--- src/design/ms_pkg.sv ---
// Shared types for the merge sorter: transaction payloads, controller states,
// and the command/status structs between controller and datapath.
// No dependencies.
package ms_pkg;

   // Input transaction: one element of the set
   typedef struct packed {
      logic signed [31:0] value;
      logic               is_last;
   } req_type;

   // Result transaction: one element of the sorted set
   typedef struct packed {
      logic signed [31:0] sorted_value;
      logic               is_last_res;
      logic               overflow;
   } rsp_type;

   // Controller states, one-hot
   typedef enum logic [4:0] {
      S_IDLE       = 5'b00001,
      S_SETUP      = 5'b00010,
      S_MERGE      = 5'b00100,
      S_EMIT_SETUP = 5'b01000,
      S_EMIT       = 5'b10000
   } state_type;

   // Controller to datapath
   typedef struct packed {
      logic load;        // store the accepted transaction
      logic sort_init;   // set up the run width and source store for the first merge pass
      logic pass_setup;  // point at the first run pair of a pass
      logic merge_step;  // move one element into the destination store
      logic emit_setup;  // point at the first sorted element
      logic emit_try;    // hand one element to the output register if free
   } cmd_type;

   // Datapath to controller
   typedef struct packed {
      logic single_elem; // store empty before this load
      logic seg_last;    // this merge step writes the last slot of the run pair
      logic pass_last;   // the current run pair ends the pass
      logic sort_done;   // the current pass is the final one
      logic emit_last;   // the element being emitted is the final one
      logic out_free;    // output register can take a new element
   } status_type;

endpackage

--- src/design/ms_ctrl.sv ---
// Sequencer for the merge sorter: load, merge passes, emission.
// Depends on ms_pkg.
module ms_ctrl
   import ms_pkg::*;
(
   input  logic       clock,
   input  logic       reset,
   input  logic       req_valid,
   input  logic       req_is_last,
   input  status_type status,
   output logic       req_stall,
   output cmd_type    cmd
);

   state_type state_ff;
   state_type state_in;

   // Accept input only while idle
   assign req_stall = (state_ff != S_IDLE);

   // Next state and commands
   always_comb begin
      cmd      = '0;
      state_in = state_ff;
      case (state_ff)
         S_IDLE: begin
            if (req_valid) begin
               cmd.load = 1'b1;
               if (req_is_last) begin
                  cmd.sort_init = 1'b1;
                  state_in      = status.single_elem ? S_EMIT_SETUP : S_SETUP;
               end
            end
         end
         S_SETUP: begin
            cmd.pass_setup = 1'b1;
            state_in       = S_MERGE;
         end
         S_MERGE: begin
            cmd.merge_step = 1'b1;
            if (status.seg_last && status.pass_last) begin
               state_in = status.sort_done ? S_EMIT_SETUP : S_SETUP;
            end
         end
         S_EMIT_SETUP: begin
            cmd.emit_setup = 1'b1;
            state_in       = S_EMIT;
         end
         S_EMIT: begin
            cmd.emit_try = 1'b1;
            if (status.out_free && status.emit_last) begin
               state_in = S_IDLE;
            end
         end
         default: begin
            state_in = S_IDLE;
         end
      endcase
   end

   always_ff @(posedge clock) begin
      if (reset) begin
         state_ff <= S_IDLE;
      end else begin
         state_ff <= state_in;
      end
   end

endmodule

--- config.mk ---
export PLATFORM = sky130hd
export DESIGN_NAME = ms_ctrl
export DESIGN_NICKNAME = d
export VERILOG_FILES = /design/src/design/ms_pkg.sv /design/src/design/ms_ctrl.sv
export SDC_FILE = /design/constraint.sdc
export NUM_CORES = 1
export LEC_CHECK = 0
export ABC_AREA = 1
export BUFFER_PORTS_ARGS = -buffer_cell sky130_fd_sc_hd__clkbuf_2
export CAP_MARGIN = 25
export CORE_AREA = 8 8 45 47
export CTS_CLUSTER_SIZE = 14
export DETAILED_ROUTE_END_ITERATION = 12
export DIE_AREA = 0 0 53 55
export HOLD_SLACK_MARGIN = 0.15
export PLACE_DENSITY_LB_ADDON = 0.2
export SLEW_MARGIN = 20
export SYNTH_ARGS = -nofsm -noshare
export SYNTH_HDL_FRONTEND = slang
export SYNTH_SLANG_ARGS = --single-unit
export TNS_END_PERCENT = 100
--- constraint.sdc ---
create_clock -name clock -period 1.4 [get_ports clock]
set_input_delay 0.14 -clock clock [delete_from_list [all_inputs] [get_ports clock]]
set_output_delay 0.14 -clock clock [all_outputs]
set_load 0.01 [all_outputs]
==> results of run 1 <==
==> area by class of cell <==
| class | instances | share of cell area |
|---|---|---|
| multi-input cells | 34 | 0.391 |
| repair buffers | 19 | 0.219 |
| flip-flops and latches | 5 | 0.208 |
| inverters | 11 | 0.0859 |
| clock buffers | 4 | 0.0547 |
| well taps | 16 | 0.0417 |
==> cells in the final DEF, fill, tap and decap left out <==
master / n
nand4_1: 7
inv_1: 8
a21oi_1: 2
clkbuf_4: 3
nor2_1: 4
o21ai_1: 2
nor2_4: 1
dfxtp_1: 5
nor3b_2: 1
clkbuf_2: 16
nand2_1: 8
clkbuf_1: 1
buf_4: 2
inv_2: 3
nand3_2: 1
nor2_2: 4
nand3_1: 4
dlygate4sd3_1: 1
==> final timing paths <==
check / start / slack [ps] / depth (start not counted) / end
setup / recovery: state_ff[2]$_SDFFE_PP0P_ / 120 / 4 / cmd[3]
hold / removal: status[5] / 250 / 3 / state_ff[1]$_SDFFE_PP0P_
setup reg to reg: state_ff[0]$_SDFFE_PP1P_ / 160 / 9 / state_ff[0]$_SDFFE_PP1P_
hold reg to reg: state_ff[4]$_SDFFE_PP0P_ / 600 / 2 / state_ff[4]$_SDFFE_PP0P_
==> per-layer routing <==
| layer | GRT usage | vias to the layer above | wire, µm | share of wire |
|---|---|---|---|---|
| met5 | 0 | - | 0 | 0 |
| met4 | 0.0776 | 0 | 11 | 0.012 |
| met3 | 0.0241 | 2 | 110 | 0.12 |
| met2 | 0.0879 | 13 | 361 | 0.41 |
| met1 | 0.0759 | 164 | 405 | 0.46 |
| li1 | - | 210 | - | - |
==> through the flow <==
stage,hold WS [ps],TNS (ps)
4_1_cts,242,0
2_1_floorplan,209,0
6_report,249,0
3_3_place_gp,392,0
3_5_place_dp,387,0
5_1_grt,243,-33.1
==> power by group through the flow <==
| stage | Clock (mW) | Sequential [mW] | Combinational, mW |
|---|---|---|---|
| 5_1_grt | 0.184 | 0.181 | 0.294 |
| 3_5_place_dp | 0 | 0.180 | 0.226 |
| 6_report | 0.160 | 0.177 | 0.261 |
| 2_1_floorplan | 0 | 0.177 | 0.156 |
| 3_3_place_gp | 0 | 0.180 | 0.227 |
| 4_1_cts | 0.171 | 0.177 | 0.229 |
==> timing repair <==
item,4_1_cts,5_1_grt
gates resized for setup,0,0
hold buffers,1,0
endpoints found under the hold margin,4,0
setup buffers,0,2
setup endpoints to repair,0,3
==> worst max-delay path, delay by kind of cell (launching register included) <==
kind	cells	cell delay (ps)
buf+inv	2	220
simple gates	2	360
flops	1	340
==> cells in the mapped netlist <==
master | count | area share
a21oi_1 | 2 | 0.030
dfxtp_1 | 5 | 0.30
inv_1 | 8 | 0.091
inv_2 | 3 | 0.034
nand2_1 | 8 | 0.091
nand3_1 | 4 | 0.061
nand3_2 | 1 | 0.030
nand4_1 | 7 | 0.13
nor2_1 | 4 | 0.046
nor2_2 | 4 | 0.076
nor2_4 | 1 | 0.034
nor3b_2 | 1 | 0.038
o21ai_1 | 2 | 0.030
==> kinds of logic after synthesis <==
family          after synthesis
flops                         5
buf+inv                      11
compound gates                4
simple gates                 30
==> flow_summary.yaml, run 1 <==
timing:
  timing.max_slew.rel_slack: 0.858
  final-setup-viol-count: 0
  period_needed_ps: 1280
  worst_slack_ps: 117
  final.period_utilization: 0.916
  worst_pin_slew_ps: 213
  achievable_clock_frequency_mhz: 780
  hold_viol: 0
  clock_skew_ps: 0.682
  pins_over_slew_limit: 0
  grt_setup_unrepaired: "true"
clock_network:
  clock_sink_count: 5
  worst_setup_hold_path_clk_slew_ps: 40
  cts_tree: "built"
  cts_made_buffers: 3
  clk_latency_ps: 240
  clock_tree.root_cell: "clkbuf_4"
  clk_path_buf_depth: 2
  cts.htree.levels: 1
pwr:
  total_power_mw: 0.599
  power_dissipated_by_switching_net_loads_mw: 0.213
  power_frac_comb: 0.436
  power.share.sequential: 0.296
  power.switching_fraction: 0.356
  power.clock.fraction: 0.268
  power.density_cell_area_mw_per_mm2: 1250
  power.internal_mw: 0.385
  ir_drop_uv: 468
  leakagePower_nw: 0.290
routing:
  first_pass_iters: 4
  via_per_inst: 4.37
  drc_errors: 0
  drt-total-wl_um: 888
  route.vias.total: 389
  drt_iter0_drc: 2
  antenna_left: 0
  route.detailed.wl_per_inst_um: 9.98
global_routing:
  first_global_vias: 365
  maximum_number_of_pins_on_one_net_before_global_route_repair: 9
  grtUsageTotal: 0.0666
  grt_antenna_before_repair: 0
  global_route_wire_length_before_repair_um: 1390
  total_gr_overflow: 0
floorplan:
  die_area_mm2: 0.00292
  standard_cell_row_count: 14
  dieWidth_um: 53
  initial_core_util: 0.238
  design.core.area_mm2: 0.00138
  die_height_um: 55
  boundaryPins: 17
final_layout:
  leading_registers_by_flop_count: "state_ff x5"
  largest_register_ff_count: 5
  finalCoreUtilization: 0.347
  n_antenna_cell: 0
  n_fill_cell: 168
  multi_input_area_um2: 188
  fin_nets: 84
  register_area_um2: 100
  largest-register: "state_ff"
  drive_gt1_frac: 0.425
  summed_area_of_non_filler_cells_in_the_final_layout_um2: 480
  post_layout_nonfiller_instances: 89
  area.growth.synth_to_final_pct: 46.0
placed_design:
  numPlacedInstances: 82
  postPlaceCellArea_um2: 429
  port_buffers: 16
  gp_routability_congestion: 0.728
  preCtsSetupSlack_ps: 314
  dp_hpwl_um: 748
setup_path:
  max_stage_delay_ps: 340
  cp_data_arrival_time_ps: 1140
  worstPathMaxFanout: 6
  crit_path_end_kind: "primary output"
  cp.required_ps: 1260
  critical_path_class: "reg -> out"
  critPathSlowestCell: "dfxtp_1"
  critical_path.startpoint_type: "flop"
  crit_chain: "nor2_4 > nand4_1 > inv_1 > clkbuf_2"
yosys:
  synth_cell_type_count: 13
  synth_adder_area_share: 0
  seq_area_frac_synth: 0.304
  synthSimpleGateAreaFrac: 0.510
  synth_compound_area_frac: 0.0608
  synth_seq_cells: 5
  synth-xor-area-share: 0
  main_combinational_cell_family_by_area_after_synthesis: "simple AND/OR/NAND/NOR gates"
  syn_area_per_cell_um2: 6.58
  syn-cell-area_um2: 329
  synth.mux.area_fraction: 0
  synth_warnings: 0
  synth_nets: 60
  count_of_mapped_cells_out_of_synthesis: 50
run:
  drv_cap: 0
worst_hold_path:
  hold_path_class: "in -> reg"
run_status:
  result_of_the_run: "finished clean"
Note: power is estimated with default switching activity, not from simulation.
==> run 2: changes to the inputs <==
Settings changed: ABC_AREA 1 to 0, PLACE_DENSITY from default to 0.46, PLACE_DENSITY_LB_ADDON 0.2 to default.
==> flow_summary.yaml, run 2 <==
floorplan:
  initial_core_util: 0.218
  die_height_um: 55
  die_area_mm2: 0.00292
  boundaryPins: 17
  design.core.area_mm2: 0.00138
  dieWidth_um: 53
  standard_cell_row_count: 14
clock_network:
  clock_tree.root_cell: "clkbuf_4"
  clock_sink_count: 5
  cts_made_buffers: 3
  cts_tree: "built"
  clk_path_buf_depth: 2
  clk_latency_ps: 240
  worst_setup_hold_path_clk_slew_ps: 50
  cts.htree.levels: 1
routing:
  antenna_left: 0
  drt_iter0_drc: 3
  route.detailed.wl_per_inst_um: 11.7
  first_pass_iters: 3
  drt-total-wl_um: 960
  drc_errors: 0
  via_per_inst: 4.43
  route.vias.total: 363
setup_path:
  r2r-end: "state_ff[2]$_SDFFE_PP0P_"
  cp_data_arrival_time_ps: 1510
  cp.required_ps: 1260
  critical_path_class: "reg -> out"
  critPathSlowestCell: "or3b_4"
  crit_path_end_kind: "primary output"
  max_stage_delay_ps: 420
  endpoint: "cmd[1]"
  critical_path.startpoint_type: "flop"
  r2r_slack_ps: -120
  crit_path_start: "state_ff[2]$_SDFFE_PP0P_"
  worstReg2RegStart: "state_ff[2]$_SDFFE_PP0P_"
  crit_chain: "or3_4 > or3b_4 > clkinv_2 > buf_6"
  ff2ff_path_depth: 5
  worstPathMaxFanout: 2
global_routing:
  grt.busiest_layer: "met2"
  maximum_number_of_pins_on_one_net_before_global_route_repair: 6
  grt_antenna_before_repair: 0
  total_gr_overflow: 0
  grtUsageMet3: 0.0374
  global_route_wire_length_before_repair_um: 1670
  first_global_vias: 359
  groute.layer.met1.usage: 0.0850
  grt_util_met2: 0.119
  grtUsageTotal: 0.0781
yosys:
  seq_area_frac_synth: 0.332
  synth_top_flop_cell: "dfxtp_1"
  syn_area_per_cell_um2: 8.15
  synth_seq_cells: 5
  synth.top_cell.area_share: 0.332
  yosysTopAreaCell: "dfxtp_1"
  ys_top_cells_by_area: "dfxtp_1 33%, o211a_1 6.6%, nand2_1 6.2%"
  syn-cell-area_um2: 302
  synth_cell_type_count: 24
  synth.cells.most_frequent: "5 x dfxtp_1, 5 x nand2_1, 3 x nor3_1"
  synth-edff-count: 0
  synth_warnings: 0
  postSynth.asyncResetShare: 0
  synth_nets: 47
  count_of_mapped_cells_out_of_synthesis: 37
timing:
  worst_pin_slew_ps: 263
  timing.max_slew.rel_slack: 0.824
  achievable_clock_frequency_mhz: 608
  hold_viol: 0
  clock_skew_ps: 4.47
  final.period_utilization: 1.18
  worst_slack_ps: -245
  period_needed_ps: 1650
  pins_over_slew_limit: 0
  grt_setup_unrepaired: "true"
  final-setup-viol-count: 9
run_status:
  result_of_the_run: "complete, but fails checks"
  violations_in_the_final_reports: "negative setup slack"
final_layout:
  layout.cells.most_common: "clkbuf_2"
  fin_nets: 77
  finalCoreUtilization: 0.396
  area.growth.synth_to_final_pct: 81.7
  post_layout_nonfiller_instances: 82
  largest-register: "state_ff"
  largest_register_ff_count: 5
  n_antenna_cell: 0
  drive_gt1_frac: 0.606
  leading_registers_by_flop_count: "state_ff x5"
  commonest_non_fill_non_tap_cells_in_the_layout: "11 x clkbuf_2, 7 x buf_4, 5 x nand2_1"
run:
  drv_cap: 0
placed_design:
  numPlacedInstances: 71
  gp_routability_congestion: 0.817
  port_buffers: 16
  preCtsSetupSlack_ps: 1.22
  dp_hpwl_um: 712
pwr:
  ir_drop_uv: 998
  leakagePower_nw: 0.292
  power.density_cell_area_mw_per_mm2: 2020
worst_hold_path:
  hold_path_class: "in -> reg"
-- run 2: stage by stage --
| step | hold slack, ps | area, µm² | setup TNS (ps) | total power, mW |
|---|---|---|---|---|
| final | 213 | 548 | -1230 | 1.11 |
| after global routing | 232 | 548 | -1950 | 1.21 |
| after global placement | 357 | 417 | 0 | 0.710 |
| after CTS | 190 | 488 | -1380 | 1.02 |
| after detailed placement | 355 | 417 | 0 | 0.698 |
| after floorplan | 217 | 302 | 0 | 0.546 |
-- run 2: worst min path at each step --
stage	endpoint	slack, ps	start	cells past startpoint
2_1_floorplan	state_ff[1]$_SDFFE_PP0P_	220	reset	1
5_1_grt	state_ff[1]$_SDFFE_PP0P_	230	status[5]	3
3_5_place_dp	state_ff[1]$_SDFFE_PP0P_	360	reset	2
6_report	state_ff[3]$_SDFFE_PP0P_	210	status[5]	3
4_1_cts	state_ff[1]$_SDFFE_PP0P_	190	status[5]	3
3_3_place_gp	state_ff[3]$_SDFFE_PP0P_	360	reset	2
-- run 2: timing repair --
item / CTS / global route
resized for setup: 1 / 16
buffers inserted: 4 / 2
endpoints found under the setup margin: 6 / 12
hold buffers: 1 / 0
endpoints found under the hold margin: 2 / 0
pin swaps: 3 / 5
-- run 2: area by class of cell --
class | count | area [µm²]
Timing Repair Buffer | 25 | 166
Fill cell | 138 | 836
Inverter | 4 | 16.3
Sequential cell | 5 | 101
Clock buffer | 4 | 26.3
Multi-Input combinational cell | 28 | 218
Tap cell | 16 | 20.0
-- run 2: critical path, delay by kind of cell, from the launching register on --
kind / cells / cell delay, ps
flops: 1 / 300
buf+inv: 2 / 160
simple gates: 2 / 810
-- run 2: kinds of logic (layout without fill, tap and decap cells) --
family / count (synthesis) / in the layout / share of synthesized area
AO/OA/AOI/OAI: 5 / 5 / 0.137
flip-flops: 5 / 5 / 0.332
buffers and inverters: 4 / 33 / 0.0539
AND/OR/NAND/NOR: 23 / 23 / 0.477
-- run 2: metal layers --
layer / up-vias / routed length, µm
met1: 161 / 393
met4: 0 / 0
met5: - / 0
li1: 190 / -
met3: 0 / 92
met2: 12 / 475
-- run 2: power by group --
group / switching (mW) / internal, mW
Sequential: 0.0434 / 0.191
Clock: 0.0591 / 0.108
Combinational: 0.322 / 0.383
Total: 0.425 / 0.682
